File: config.mk
export PLATFORM = sky130hd
export DESIGN_NAME = ckd_pack
export DESIGN_NICKNAME = d
export VERILOG_FILES = /design/src/ckd_pkg.sv /design/src/ckd_pack.sv
export VERILOG_INCLUDE_DIRS = /design/src /design/src/src
export SDC_FILE = /design/constraint.sdc
export NUM_CORES = 1
export LEC_CHECK = 0
export BUFFER_PORTS_ARGS = -buffer_cell sky130_fd_sc_hd__buf_2
export CORE_MARGIN = 8
export CORE_UTILIZATION = 53
export DETAILED_ROUTE_END_ITERATION = 8
export PLACE_DENSITY = 0.79
export SLEW_MARGIN = 30
export SYNTH_ARGS = -nofsm -noshare
export SYNTH_HDL_FRONTEND = slang
export SYNTH_SLANG_ARGS = --single-unit
export TNS_END_PERCENT = 50
File: constraint.sdc
create_clock -name clk_i -period 3.2 [get_ports clk_i]
set_input_delay 0 -clock clk_i [delete_from_list [all_inputs] [get_ports clk_i]]
set_output_delay 0 -clock clk_i [all_outputs]
set_load 0.05 [all_outputs]
File: src/checked_add_sub_mul_overflow_unit_macros.svh
// ----------------------------------------------------------------------------
// Checked arithmetic unit: assertion macros
// Short forms for the concurrent checks used in the RTL.
// ----------------------------------------------------------------------------
`ifndef CHECKED_ADD_SUB_MUL_OVERFLOW_UNIT_MACROS_SVH
`define CHECKED_ADD_SUB_MUL_OVERFLOW_UNIT_MACROS_SVH

// Same-cycle implication, off while reset is asserted.
`define CKD_ASSERT_NOW(label, clk, rst_n, ante, cons, msg) \
  label: assert property (@(posedge clk) disable iff (!rst_n) (ante) |-> (cons)) \
    else $error(msg);

// Next-cycle implication, off while reset is asserted.
`define CKD_ASSERT_NEXT(label, clk, rst_n, ante, cons, msg) \
  label: assert property (@(posedge clk) disable iff (!rst_n) (ante) |=> (cons)) \
    else $error(msg);

`endif

File: src/ckd_pkg.sv
`timescale 1ns / 1ps
// ----------------------------------------------------------------------------
// Checked arithmetic unit: package
// Opcodes, target width codes and the payloads passed between stages.
// ----------------------------------------------------------------------------
package ckd_pkg;

  localparam int unsigned DataW = 64;
  localparam int unsigned HalfW = 32;

  typedef enum logic [1:0] {
    OP_ADD = 2'd0,
    OP_SUB = 2'd1,
    OP_MUL = 2'd2,
    OP_NOP = 2'd3
  } op_e;

  typedef enum logic [1:0] {
    WC_8  = 2'd0,
    WC_16 = 2'd1,
    WC_32 = 2'd2,
    WC_64 = 2'd3
  } wcode_e;

  // Operands in sign-magnitude form; right sign already flipped for subtract.
  typedef struct packed {
    op_e              op;
    logic [DataW-1:0] a_mag;
    logic             a_neg;
    logic [DataW-1:0] b_mag;
    logic             b_neg;
    wcode_e           wcode;
    logic             tsig;
  } smop_t;

  // Sign-magnitude sum plus the four 32x32 partial products.
  typedef struct packed {
    op_e              op;
    logic [DataW-1:0] sum_mag;
    logic             sum_big;
    logic             sum_neg;
    logic [DataW-1:0] pp_ll;
    logic [DataW-1:0] pp_lh;
    logic [DataW-1:0] pp_hl;
    logic [DataW-1:0] pp_hh;
    logic             prod_neg;
    wcode_e           wcode;
    logic             tsig;
  } part_t;

  // Exact result: low 64 magnitude bits, wider-than-64 flag, sign.
  typedef struct packed {
    logic             nop;
    logic [DataW-1:0] mag;
    logic             big;
    logic             neg;
    wcode_e           wcode;
    logic             tsig;
  } res_t;

endpackage

File: src/ckd_pack.sv
`timescale 1ns / 1ps
// ----------------------------------------------------------------------------
// Checked arithmetic unit: output stage
// Wraps the exact result to the target width and flags overflow.
// ----------------------------------------------------------------------------
`include "checked_add_sub_mul_overflow_unit_macros.svh"

module ckd_pack import ckd_pkg::*; (
  input  logic             clk_i,
  input  logic             rst_ni,
  input  logic             valid_i,
  output logic             ready_o,
  input  res_t             res_i,
  output logic             valid_o,
  input  logic             ready_i,
  output logic [DataW-1:0] stored_bits_o,
  output logic             overflowed_o
);

  logic             valid_q;
  logic [DataW-1:0] bits_q;
  logic [DataW-1:0] bits_d;
  logic             ovf_q;
  logic             ovf_d;
  logic [DataW-1:0] mask;
  logic [DataW-1:0] half;
  logic [DataW-1:0] wrap;
  logic             ovf;

  always_comb begin
    unique case (res_i.wcode)
      WC_8: begin
        mask = DataW'(8'hFF);
        half = DataW'(8'h80);
      end
      WC_16: begin
        mask = DataW'(16'hFFFF);
        half = DataW'(16'h8000);
      end
      WC_32: begin
        mask = DataW'(32'hFFFF_FFFF);
        half = DataW'(32'h8000_0000);
      end
      default: begin
        mask = '1;
        half = {1'b1, {(DataW-1){1'b0}}};
      end
    endcase

    if (res_i.big) begin
      ovf = 1'b1;
    end else if (res_i.neg) begin
      ovf = res_i.tsig ? (res_i.mag > half) : (res_i.mag != '0);
    end else begin
      ovf = res_i.mag > (res_i.tsig ? (mask >> 1) : mask);
    end

    wrap   = res_i.neg ? ('0 - res_i.mag) : res_i.mag;
    bits_d = res_i.nop ? '0 : (wrap & mask);
    ovf_d  = !res_i.nop && ovf;
  end

  assign ready_o = !valid_q || ready_i;

  always_ff @(posedge clk_i or negedge rst_ni) begin
    if (!rst_ni) begin
      valid_q <= 1'b0;
    end else if (ready_o) begin
      valid_q <= valid_i;
    end
  end

  always_ff @(posedge clk_i) begin
    if (valid_i && ready_o) begin
      bits_q <= bits_d;
      ovf_q  <= ovf_d;
    end
  end

  assign valid_o       = valid_q;
  assign stored_bits_o = bits_q;
  assign overflowed_o  = ovf_q;

  `CKD_ASSERT_NEXT(a_nop_clean, clk_i, rst_ni, valid_i && ready_o && res_i.nop, (bits_q == '0) && !ovf_q, "unused opcode gave a nonzero result")
  `CKD_ASSERT_NEXT(a_zero_fits, clk_i, rst_ni, valid_i && ready_o && !res_i.big && (res_i.mag == '0), !ovf_q && (bits_q == '0), "exact zero flagged or nonzero")
  `CKD_ASSERT_NEXT(a_byte_upper, clk_i, rst_ni, valid_i && ready_o && (res_i.wcode == WC_8), bits_q[DataW-1:8] == '0, "bits above a byte target not cleared")

endmodule
After elaboration in Yosys (flattened, before gate mapping)
Index checks and enable logic that the tools add are counted.
{"block": "classes", "n_addsub": 1, "multipliers": 0, "n_div": 0, "magnitude_cmp": 2, "eq_ne": 2, "n_shift": 0, "mux": 7, "bitwise": 1, "reduce_logical": 7}
{"operator": "$pmux 64 s3", "count": 2}
{"operator": "$gt 64x64->1", "count": 2}
{"operator": "$mux 64", "count": 2}
{"operator": "$and 64x64->64", "count": 1}
{"operator": "$reduce_bool 64->1", "count": 1}
{"operator": "$sub 1x64->64 const A", "count": 1}
{"operator": "$mux 1", "count": 3}
{"operator": "$eq 2x1->1 const B", "count": 1}
{"operator": "$eq 2x2->1 const B", "count": 1}
{"operator": "$logic_and 1x1->1", "count": 2}
{"operator": "$logic_not 1->1", "count": 2}
{"operator": "$logic_not 2->1", "count": 1}
{"operator": "$logic_or 1x1->1", "count": 1}
{"block": "word_totals", "regBits": 66, "latch_bits": 0, "ramBits": 0, "rom_bits": 0, "out_inout_bits": 67, "n_memories": 0}

Depth between registers and ports, before layout
Gate-level depths: netlist of the first run.
{"block": "depth", "word_depth": 7, "depth_mapped": 10, "mapped_depth_nobuf": 10}

Least setup slack after synthesis of the first run
No wires, ideal clock.
{"block": "synth_path", "path_kind": "register to register", "from": "reg valid_q (netlist: valid_o)", "to": "reg ovf_q (netlist: overflowed_o) (enable)", "setup_time_ns": 0.430, "t_arrival_ns": 2.673, "required_ns": 2.770, "slack_ns": 0.098, "stages_incl_launch_ff": 3, "n_path_buf": 0, "cell_sequence": "dfrtp_1 -> nand2b_1 -> and2_1"}
{"block": "synth_between", "elab_chain_cells": 3}
{"element": "from (decl)", "line": "ckd_pack.sv:20", "rtl": "logic valid_q;"}
{"element": "from (signal assigned)", "line": "ckd_pack.sv:69", "rtl": "valid_q <= valid_i;"}
{"element": "$logic_not 1->1", "line": "ckd_pack.sv:63", "rtl": "assign ready_o = !valid_q || ready_i;"}
{"element": "$logic_or 1x1->1", "line": "ckd_pack.sv:63"}
{"element": "named net ready_o", "line": "ckd_pack.sv:12", "rtl": "output logic ready_o,"}
{"element": "$logic_and 1x1->1", "line": "ckd_pack.sv:74", "rtl": "if (valid_i && ready_o) begin"}
{"element": "to (signal assigned)", "line": "ckd_pack.sv:76", "rtl": "ovf_q <= ovf_d;"}
{"element": "to (decl)", "line": "ckd_pack.sv:23", "rtl": "logic ovf_q;"}
The timed path passes the listed nets, and every way through them passes these cells.
A chain may end at the register's enable or synchronous reset.

Final worst setup path of the first run
{"block": "layout_path", "from": "in res_i[2] (netlist name)", "to": "reg ovf_q (netlist: overflowed_o), data pin"}
{"block": "layout_between", "elab_chain_cells": 7, "word_cells_on_any_way": 12, "cone_classes": "2 x order compare; 2 x eq/ne; 6 x mux; 2 x reduce/logical"}
{"element": "from (decl)", "line": "ckd_pack.sv:13", "rtl": "input res_t res_i,"}
{"element": "$eq 2x2->1 (tied with other cells)", "line": "ckd_pack.sv:31", "rtl": "unique case (res_i.wcode)"}
{"element": "$pmux 64 s3", "line": "ckd_pack.sv:31"}
{"element": "$mux 64 / $gt 64x64->1 (equally long branches)", "line": "ckd_pack.sv:55, ckd_pack.sv:53"}
{"element": "$gt 64x64->1 / $mux 1 (equally long branches)", "line": "ckd_pack.sv:55, ckd_pack.sv:53"}
{"element": "$mux 1 *", "line": "ckd_pack.sv:52", "rtl": "end else if (res_i.neg) begin"}
{"element": "$mux 1 *", "line": "ckd_pack.sv:50", "rtl": "if (res_i.big) begin"}
{"element": "$logic_and 1x1->1 *", "line": "ckd_pack.sv:60", "rtl": "ovf_d = !res_i.nop && ovf;"}
{"element": "named net ovf_d", "line": "ckd_pack.sv:24", "rtl": "logic ovf_d;"}
Mark *: on every way through the listed nets, which the timed path passes. The rest lies on a longest branch.

==> results of run 1 <==
-- critical path, stage by stage --
cell and delay [ns]:
buf_2 0.21, nand2_1 0.41, ha_1 0.46, and4_1 0.22, a221o_1 0.35, a2111oi_0 0.58, o22ai_1 0.17, o31ai_1 0.21
a31oi_1 0.11
-- flip-flops by register name, indices dropped and copies added, names as in the netlist --
register	flops
valid_o	1
overflowed_o	1
stored_bits_o	64
-- what timing repair did --
action / 4_1_cts / 5_1_grt
endpoints found under the hold margin: 2 / 0
hold buffers: 4 / 0
setup endpoints to repair: 0 / 0
-- area by class of cell --
cell class | count | area [µm²]
flip-flops and latches | 66 | 1977
inverters | 7 | 26.28
well taps | 111 | 138.9
multi-input cells | 429 | 2922
repair buffers | 149 | 778.2
fillers | 723 | 3168
clock inverters | 5 | 55.05
clock buffers | 11 | 131.4
-- layout by cell type, fill, tap and decap left out, types with 5 or more instances in the layout --
cell	synthesis	final
edfxtp_1	65	65
nor4_1	9	9
nor3_1	19	19
xor2_1	54	54
nand2b_1	8	8
buf_2	0	140
o31ai_1	16	16
ha_1	41	41
inv_1	7	7
nor2_1	78	78
or4_1	6	6
buf_4	0	5
nand2_1	41	41
xnor2_1	7	7
o21ai_0	22	22
nand4_1	18	18
clkbuf_8	0	9
a21oi_1	17	17
nand3_1	19	19
or3_1	7	7
-- routing by layer --
metal | share of wire | global-route usage | vias up
met2 | 0.47 | 0.3400 | 193
met3 | 0.069 | 0.03887 | 24
met4 | 0.020 | 0.08703 | 0
li1 | - | - | 2233
met5 | 0 | 0 | -
met1 | 0.45 | 0.2755 | 2132
-- through the flow --
stage	worst slack, ns	util	hold WS, ns	cell area [µm²]	total power, mW
floorplan	0.09752	-	-0.2956	4984	1.468
global placement	0.3928	0.6309	-0.2255	5802	1.650
detailed placement	0.2377	0.6309	-0.2244	5802	1.673
CTS	0.5846	0.6555	0.01423	6028	2.361
global route	0.3393	0.6555	0.02489	6028	2.450
finish	0.5701	0.6555	0.02093	6028	2.350
-- power by group through the flow --
| stage | clock, mW | sequential, mW | combinational, mW |
|---|---|---|---|
| final | 0.688 | 1.02 | 0.643 |
| after global routing | 0.730 | 1.02 | 0.697 |
| after CTS | 0.700 | 1.02 | 0.642 |
| after detailed placement | 0 | 1.04 | 0.635 |
| after global placement | 0 | 1.04 | 0.614 |
| after floorplan | 0 | 1.21 | 0.257 |
-- final timing paths --
path	end	slack (ns)	depth (start not counted)	startpoint
min	overflowed_o	0.02	3	res_i[4]
max in group asynchronous	valid_o	2.58	3	rst_ni
min reg2reg	valid_o	1.09	3	valid_o
min in group asynchronous	valid_o	0.51	3	rst_ni
max reg2reg	stored_bits_o[4]	1.51	3	valid_o
max	overflowed_o	0.57	9	res_i[2]
-- cell families after synthesis --
kind of cell               after synthesis
and+or+nand+nor                        235
AOI/OAI and AO/OA                       91
DFF                                     66
xor gates and xnor gates                61
adders and majority gates               41
buffers and inverters                   23
muxes                                    1
==> flow_results.org, run 1 <==
** Drt
- Number of iterations in the first detailed-routing pass :: 5
- DRC violation count after routing :: 0
- WL/cell :: about 18 µm
- Vias :: 4,582
- Residual antenna-violating net count after detailed routing :: 0
- Summed over all layers, the routed wires come to about 14 mm.
- In this run, the number of DRC markers left after iteration 0 of detailed routing was 373.
- Via density per instance :: just under 6

** Timing
- The final max-slew violation count was 0.
- At the pin with the least slew margin, the transition time is 0.8297 ns.
- After layout, the minimum clock period comes to 2.630 ns.
- Setup violators final :: 0
- Maximum clock skew at final layout :: 0.008152 ns
- Static timing analysis puts the maximum clock frequency at 380.2 MHz.
- Setup repair after global routing left no endpoint under its margin.
- Adding up every negative setup slack in the final design gives 0 ns.
- Share of the clock period used by the worst path after layout :: 0.8218
- Final count of hold timing violations :: 0
- Measured against its own limit, the worst slew margin works out to 0.4469.

** Synth
- By area, the combinational part of the netlist is dominated by simple AND/OR/NAND/NOR gates.
- After synthesis, the netlist uses 60 different library cells.
- Yosys attributes the largest share of cell area to edfxtp_1, ha_1, xor2_1.
- #FFs+latches synth :: 66
- The number of nets handed over by synthesis was 633.
- Largest area contributor in the netlist :: edfxtp_1
- Portion of synthesized cell area occupied by the leading cell type :: 0.3917
- After technology mapping, the gate count stands at around 520.
- Counting flops with a built-in enable in the synthesized netlist gives 65.
- Average cell area after synthesis :: 9.621 µm²
- Of the total synthesized cell area, the portion taken by full adders, half adders and majority gates is 0.1029.
- In this run the cell area of the synthesized design comes to 4984 µm².
- The portion of synthesized area spent on multiplexers is 0.002009.
- Synth Flop Type :: edfxtp_1
- By instance count, the leading cell after synthesis is nor2_1.
- Of all flip-flops after synthesis, the portion carrying an async set or reset was 0.01515.
- Compound-cell area share of the yosys netlist :: 0.1268
- After synthesis, the most frequently instantiated cells are nor2_1, edfxtp_1, xor2_1.
- Of the total synthesized cell area, the portion taken by AND, OR, NAND and NOR gates is 0.2470.
- Yosys printed 0 warnings.
- Of the total synthesized cell area, the portion taken by XOR and XNOR cells is 0.1072.
- The share of the Yosys chip area taken by registers is 0.3967.

** Floorplanning
- During I/O placement, the number of pins put on the boundary was 141.
- The die covers 12,760 µm².
- Starting density of the core :: 0.5419
- The floorplan step defined a core boundary enclosing 9196 µm².
- Die width :: about 110 µm
- Die height :: around 110 µm
- Count of standard-cell rows :: 35

** CTS
- Root buf cell :: clkbuf_8
- Buffers added to address setup during post-CTS repair amount to 0.
- In this run the deepest clock path goes through 2 buffers.
- Buffers inserted during clock tree synthesis total 9.
- Clock-pin slew on the worst setup and hold paths :: 0.08 ns
- H-Tree Depth :: 3
- Num Clock Sinks :: 66
- TritonCTS clock tree :: built
- After clock tree synthesis, the repair step resized 0 gates.
- Clock latency of the later-clocked register in the worst-skew pair :: 0.34 ns

** Pwr
- Total leakage power :: 2.454 nW
- Of the total power, registers draw 0.434.
- Max rail drop VDD :: 220.9 µV
- Of the total power, the share spent switching nets is 0.3352.
- In this run the power spent charging and discharging nets is 0.7876 mW.
- Of the total power, the clock network draws 0.293.
- Part of the power in combinational logic :: 0.273
- PD cells :: about 400 nW/µm²
- The internal portion of the total power is about 1.6 mW.

** Setup path
- Arrival time reported for the critical path endpoint :: 2.72 ns
- Type of the worst setup path :: in -> reg
- At the worst endpoint, the required time is 3.29 ns.
- The worst setup path is captured at a register.
- Maximum fanout count along the critical path :: 17
- CP startpoint kind :: input port

** Layout
- Post-synthesis to final-layout area growth :: 20.96%
- In the final layout, the share of cells above drive strength 1 is 0.2669.
- Number of nets in the final layout :: 777
- Leaving out filler cells and counting taps, the final layout contains 778.
- 0 antenna diodes ended up in the layout.

** Place
- Port buffering added 140 buffers.
- After legalization and detailed placement, the total HPWL measured 10.51 mm.
- The congestion estimate from routability-driven global placement came to 0.9258.
- Including well taps, the total number of placed cells is 758.

** Global routing
- Entering global routing, the biggest net connects 66 pins.
- Total global-route track usage :: 0.2117
- First-pass GRT wire length :: 22.05 mm
- The initial antenna violation count came to 0.
- Vias in the first global route :: between 4,000 and 5,000
- Sum of overflow across all layers after global routing :: 0

** Run status
- Status :: finished clean

** Job
- Maximum Capacitance Violations :: 0

** Hold path
- Classification of the worst-slack hold path :: in -> reg
Power figures use the tool's default switching activity.
==> run 2: changes to the inputs <==
ABC_AREA = 1   (was default)
CORE_UTILIZATION = 49   (was 53)
PLACE_DENSITY = 0.76   (was 0.79)
clock period = 2.3 ns   (was 3.2 ns; I/O delays follow)
==> flow_results.org, run 2 <==
** Setup path
- Arrival time reported for the critical path endpoint :: 1.90 ns
- Type of the worst setup path :: in -> reg
- Top cell by count, worst path :: nand2_1
- Along the worst path, the maximum fanout reaches 3.
- The worst setup path is captured at a register.
- Data on the critical path is required at its endpoint by around 2.4 ns.
- CP startpoint kind :: input port
- Among all stages on the critical path, the largest delay is contributed by nor2_1.
- Slowest Stage Delay on Critical Path :: 0.29 ns
- CP bufs+invs :: 2
- In this design, the largest share of critical-path delay is due to simple AND/OR/NAND/NOR gates.
- Traced cell by cell, the critical path runs through buf_2 -> nor3_2 -> nand2_1 -> inv_1 -> nand4_1 -> nand2_1 -> nand2_1 -> nor2_1 -> o21ai_0 -> o21ai_0 -> a21oi_1.

** Timing
- Worst hold slack :: 0.01791 ns
- The clock arrives with 0.006120 ns of skew.
- Unrepaired setup endpoints after global routing :: false
- The worst path in the final design needs a cycle of 1.820 ns, including I/O delays and setup.
- Final count of hold timing violations :: 0
- The worst pin sits at a relative slew slack of 0.5180.
- At the pin with the least slew margin, the transition time is 0.7204 ns.
- Setup violations remaining at the end of the flow were counted as 0.
- Post-Route Setup TNS :: 0 ns
- In the finished design, the share of the clock period the worst path needs comes to 0.7915.
- Highest clock frequency the design can meet :: 549.3 MHz
- The final max-slew violation count came to 0.

** Place
- The congestion estimate from routability-driven global placement came to 0.9126.
- After legalization and detailed placement, the total HPWL measured 13.34 mm.
- After detailed placement, the total cell area comes to approximately 6500 µm².
- PortBufs :: between 100 and 150

** CTS
- The clock drives 66 sinks.
- Clock buffers created by TritonCTS :: 9
- Buffers added to address setup during post-CTS repair amount to 0.
- Clock-pin slew was measured on the worst setup and hold paths at approximately 0.05 ns.
- For the worst-skew pair, the clock arrives at the later sink with an insertion delay of 0.34 ns.
- TritonCTS built the clock tree.
- Root buf cell :: clkbuf_16
- No sink is reached through more buffers than the 2 on the longest clock path.
- The H-tree generated during clock tree synthesis spans 3 levels.

** Run status
- The run finished with clean final reports.

** Synth
- Sequential element share of the synthesized area :: 0.3551
- Of the post-synthesis cell area, the part taken by muxes is 0.
- Sorting the synthesized cells by area gives the leading types as edfxtp_1, nand2_1, ha_1.
- Portion of synthesized cell area occupied by the leading cell type :: 0.3506
- Dominant combinational cell family by area after synthesis :: simple AND/OR/NAND/NOR gates
- Fraction of the mapped netlist area in adder cells :: 0.09216
- Number of unique standard cell types used by synthesis :: 39
- In this run the mean area of a mapped cell was 7.091 µm².
- Post-synth EDFFs :: 65
- Most common cell in the synthesized netlist :: nand2_1
- Post-Synthesis Cell Area :: 5567 µm²
- The most used flip-flop cell after synthesis is edfxtp_1.
- Basic-gate share of the synthesized area counting and, or, nand and nor cells :: 0.3232
- XOR/XNOR Fraction of Synth Area :: 0.01259
- Synthesized instance count :: 785
- Total of warnings raised by yosys :: 0
- The synthesized-area fraction occupied by ao, oa, aoi and oai cells was 0.1448.
- #FFs+latches synth :: 66
- Counting flops with an async set or reset pin after synthesis yields a share of 0.01515.
- The number of nets handed over by synthesis was 900.
- By count the netlist is led by nand2_1, nor2_1, inv_1.
- The largest total area in the synthesized netlist belongs to edfxtp_1.

** Pwr
- Dividing total power by cell area gives a power density of about 550 nW/µm².
- Across the VDD grid, the largest voltage drop is between 300 and 400 µV.
- In this run the static leakage power is 3.093 nW.

** Layout
- Final core utilization :: 0.6047
- Relative to the synthesized area, the layout overhead comes to 22.45%.
- Final-layout fill cell count :: around 1,100
- In the final design database the tool counted 1,052 nets.
- The register with the most flip-flops in the layout has 64 of them.
- Registers take 1977 µm².
- Commonest cells after routing, fill and taps aside :: nand2_1, buf_2, nor2_1
- Post-route cell area :: roughly 6800 µm²
- 0 antenna diodes ended up in the layout.
- The library cell used most frequently in the layout, excluding fill and tap cells, is nand2_1.
- The multi-input combinational cells in the finished layout cover a total of between 3000 and 4000 µm².
- In the final layout, the share of cells above drive strength 1 is 0.2028.

** Drt
- Number of iterations in the first detailed-routing pass :: 5
- Starting DRT DRC Count :: between 500 and 600
- Vias :: 5,906
- Via density per instance :: 5.443
- Routed Wire Length :: 17.27 mm
- The detail route stage leaves a number of antenna-violating nets equal to 0.
- Dividing the detail-routed wire length by the instance count gives between 15 and 20 µm.
- DRC violation count after routing :: 0

** Job
- Across the run, the number of max-cap violations was 0.

** Floorplanning
- Core footprint :: ~11,000 µm²
- The floorplan step set the die width to 122.6 µm.
- Die Footprint :: 15,030 µm²
- The floorplan has 39 rows.
- In this run the count of I/O pins placed on the die edge is ~140.
- Die height :: roughly 120 µm
- The initial utilization of the core area, before any placement, comes to 0.4938.

** Global routing
- Total global-route track usage :: 0.2293
- The first global-routing pass estimated 27.29 mm of wire.
- The via count of the first global-routing pass was 5,474.
- Maximum number of pins on one net before global-route repair :: 66
- Number of antenna violations at the first check in global routing :: 0
- Sum of overflow across all layers after global routing :: 0

** Hold path
- The min-delay analysis places its worst path in the category in -> reg.
## run 2: changes by cell type in the layout (fill, tap and decap cells not counted), moves of 9 or more
cell,before,now
nand2_1,41,172
nand3_1,19,38
clkbuf_16,0,9
inv_1,7,83
clkbuf_8,9,0
o31ai_1,16,0
nor2_1,78,131
o21ai_0,22,60
a21oi_1,17,73
xor2_1,54,6
## run 2: stage by stage
step / setup slack [ns] / total power [mW] / std cells
floorplan: -0.3666 / 2.084 / 785
global placement: 0.2053 / 2.378 / 1065
detailed placement: 0.1715 / 2.391 / 1065
CTS: 0.5247 / 3.731 / 1085
global route: 0.2432 / 3.897 / 1085
finish: 0.4797 / 3.726 / 1085
## run 2: cells by family (layout without fill, tap and decap cells)
group | Yosys count | after routing
AO/OA/AOI/OAI | 153 | 153
XOR/XNOR | 8 | 8
adder cells (fa/ha/maj) | 41 | 41
buffers and inverters | 102 | 259
flip-flops | 66 | 66
AND/OR/NAND/NOR | 415 | 415
## run 2: area by class of cell
cell class                 count  area share
clock buffer                  12     0.03469
clock inverter                 4    0.006241
inverter                      87     0.04791
multi-input combinational    617      0.4693
sequential                    66      0.2900
tap                          143     0.02625
timing repair buffer         156      0.1256
## run 2: worst paths after layout
kind                            from           endpoint  slack, ns  cells after the start
setup reg to reg             valid_o   stored_bits_o[0]       0.98                      2
min in group asynchronous     rst_ni            valid_o       0.52                      3
setup / recovery            res_i[6]  stored_bits_o[53]       0.48                     11
hold / removal             res_i[32]  stored_bits_o[27]       0.02                      2
max in group asynchronous     rst_ni            valid_o       1.68                      3
hold reg to reg              valid_o  stored_bits_o[39]       0.91                      2
## run 2: metal layers
metal / up-vias / part of all wire / GRT usage
met5: - / 0 / 0
met4: 0 / 0.017 / 0.06931
met3: 26 / 0.083 / 0.05106
met2: 236 / 0.46 / 0.3683
met1: 2684 / 0.44 / 0.3030
li1: 2960 / - / -
## run 2: where the power goes
part	leakage [nW]	internal, mW	switching, mW	total, mW
combinational	2.30	0.276	0.691	0.967
clock	0.136	0.831	0.511	1.34
sequential	0.656	1.40	0.0162	1.42
## run 2: worst register-to-register path: cells and delay by family (launching register included)
family	cells	cell delay, ns
AO/OA/AOI/OAI	1	0.18
buffers and inverters	1	0.32
flip-flops	1	0.42
## run 2: what timing repair did
item | 4_1_cts | 5_1_grt
hold endpoints to repair | 2 | 0
resized for setup | 0 | 0
hold buffers | 4 | 0
==> run 3: changes to the inputs <==
ABC_AREA = 0   (was 1)
CORE_UTILIZATION = 53   (was 49)
PLACE_DENSITY = 0.79   (was 0.76)
clock period = 1.9 ns   (was 2.3 ns; I/O delays follow)
==> flow_results.org, run 3 (same netlist as run 1, synthesis figures left out) <==
** Timing
- Measured against its own limit, the worst slew margin works out to 0.6141.
- Setup slack on the critical path of the routed design comes to approximately 0.02 ns.
- The hold violation total from the final report came to 0.
- At the pin with the least slew margin, the transition time is ~0.58 ns.
- Unrepaired setup endpoints after global routing :: true
- Dividing the final minimum period by the clock period gives 0.9892.
- Final period demand of the worst path :: 1.879 ns
- Across the routed clock network, the largest skew measured is about 0.0095 ns.
- Max-slew violation count :: 0
- Setup violations remaining at the end of the flow were counted as 0.
- Hold timing on the final database bottoms out at a slack of 0.03099 ns.
- Highest clock frequency the design can meet :: 532.1 MHz

** Setup path
- The worst setup path is launched from an input port.
- The worst setup path is captured at a register.
- Source of the worst register-to-register timing path :: valid_o
- Maximum fanout count along the critical path :: 7
- Register-to-Register Path Depth :: 3
- Reg2Reg Setup Slack :: 0.54 ns
- Arrival time reported for the critical path endpoint :: 1.97 ns
- Type of the worst setup path :: in -> reg
- Worst EP required :: 1.99 ns
- Capture instance of the worst register-to-register path :: stored_bits_o[2]

** CTS
- Clock buffers created by TritonCTS :: 9
- The H-tree was split into 3 levels.
- The longest clock path from root to sink contains 2 buffers.
- Clock-pin slew was measured on the worst setup and hold paths at 0.08 ns.
- Counting every sink on the clock net gives 66.
- At the later pin of the worst-skew pair, clock insertion delay measures between 0.3 and 0.4 ns.
- TritonCTS built the clock tree.
- Root buf cell :: clkbuf_8

** Layout
- The register with the most flip-flops in the layout has between 60 and 70 of them.
- Compared with the post-synthesis result, the final layout area differs by 44.92%.
- In the final layout, the share of cells above drive strength 1 is 0.4099.
- The finished layout holds 899 standard cells, fillers aside.
- Leaving out fill and tap cells, the most frequent cell in the layout is buf_2.
- At the end of the flow, the number of nets in the layout was 898.
- N_diodes :: 0
- The library cells used most frequently in the layout, excluding fill and tap cells, are buf_2, buf_4, nor2_1.

** Floorplanning
- Die height :: 113.0 µm
- Die Footprint :: 12,760 µm²
- Starting density of the core :: 0.5419
- Die width :: around 110 µm
- I/O pins :: about 140
- The region available for standard cell placement spans 9196 µm².
- The floorplan has 35 rows.

** Global routing
- Sum of overflow across all layers after global routing :: 0
- Maximum number of pins on one net before global-route repair :: 38
- Across every metal layer, demand over resource in global routing totals 0.2438.
- Number of antenna violations at the first check in global routing :: 0
- First-pass GRT wire length :: approximately 25 mm
- Vias in the first global route :: 5,169

** Drt
- Summing over every cut layer, the via total after detailed routing is 5,225.
- The first routing iteration left 346 violations.
- The pre-antenna-repair detailed-routing pass consisted of 5 iterations.
- The detailed router put a total of 6.896 mm of wire on met1.
- For this block, the routed nets add up to about 16 mm of wire.
- Detailed-routed wire length on met3 :: 1.099 mm
- Residual antenna-violating net count after detailed routing :: 0
- For this run, design rule violations remaining after detail routing come to 0.
- Signal routing reaches up to met4.
- Via density per instance :: 5.812
- Amount of wire on met2 after detailed routing :: 7.856 mm
- WL/cell :: 17.98 µm

** Pwr
- Of the total power, the share spent switching nets is 0.3299.
- Power after layout :: around 4.3 mW
- Part of the total power dissipated in sequential elements :: 0.395
- The internal power of the cells totals between 2 and 3 mW.
- Of the total power, the clock network draws 0.303.
- Of the total power, combinational logic draws 0.302.
- VDD sags by at most 367.9 µV.
- Power spread over the standard cell area amounts to 601.8 nW/µm².
- Summed over all cells, the static leakage comes to approximately 3.1 nW.
- Switching power total :: approximately 1.4 mW

** Place
- Prior to clock tree synthesis, the placed netlist has a worst setup slack of -0.4185 ns.
- Placed wire-length estimate :: approximately 12 mm
- In this run, placement finished with an instance count of 874.
- Final weighted congestion in routability-driven placement :: 0.8729
- During placement, the flow inserted port buffers numbering 140.

** Job
- Maximum Capacitance Violations :: 0

** Run status
- Status :: finished clean

** Hold path
- The min-delay analysis places its worst path in the category in -> reg.
- The worst hold path begins at res_i[60].
- The path with the worst hold slack has its endpoint at stored_bits_o[55].
- Number of instances on the worst hold path :: 3
==> run 3: cell types whose count changed in the layout (fill, tap and decap cells not counted), moves of 15 or more <==
cell / change
nor2_1: -55
o21ai_0: -38
o31ai_1: +15
nand2_1: -132
inv_1: -76
buf_4: +111
a21oi_1: -56
nand3_1: -20
xor2_1: +48
==> run 3: worst max path at each step <==
stage	start	to	slack (ns)
final	res_i[2]	overflowed_o	0.02
after global routing	res_i[2]	overflowed_o	-0.02
after CTS	res_i[1]	overflowed_o	0.0006
after detailed placement	res_i[1]	overflowed_o	-0.42
after global placement	res_i[1]	overflowed_o	-0.33
after floorplan	res_i[2]	overflowed_o	-0.18
==> run 3: power groups by stage <==
stage               combinational, mW  sequential (mW)  clock [mW]
floorplan                       0.453             2.04           0
global placement                 1.23             1.74           0
detailed placement               1.27             1.75           0
CTS                              1.28             1.72        1.32
global route                     1.41             1.72        1.37
finish                           1.31             1.72        1.32
==> run 3: timing repair <==
action	in CTS	in global routing
pin swaps	1	11
hold buffers	4	0
hold endpoints to repair	2	0
setup endpoints to repair	2	11
setup buffers	0	4
gates cloned	0	1
gates resized for setup	4	22
==> run 3: area by class of cell <==
cell class                      instances  area, µm²
Multi-Input combinational cell        430       3142
Sequential cell                        66       1977
Fill cell                             601       1974
Timing Repair Buffer                  269       1729
Tap cell                              111      138.9
Clock buffer                           10      127.6
Clock inverter                          6      81.33
Inverter                                7      26.28
==> run 3: layer usage <==
metal,vias to the layer above,track usage
li1,2475,-
met1,2467,0.3002
met2,247,0.4102
met3,36,0.05804
met4,0,0.08259
met5,-,0
==> run 3: through the flow <==
| step | TNS [ns] | util | cell area [µm²] |
|---|---|---|---|
| global route | -0.06521 | 0.7853 | 7222 |
| CTS | 0 | 0.7693 | 7074 |
| finish | 0 | 0.7853 | 7222 |
| detailed placement | -5.377 | 0.7407 | 6812 |
| global placement | -4.636 | 0.7407 | 6812 |
| floorplan | -0.1961 | - | 5096 |
==> run 3: critical path, stage by stage <==
cell and delay (ns):
clkbuf_4 0.18, nand2_4 0.13, ha_1 0.32, a21o_1 0.18
a21o_1 0.17, a2111oi_1 0.48, o22ai_1 0.16, o31ai_1 0.24
a31oi_1 0.10
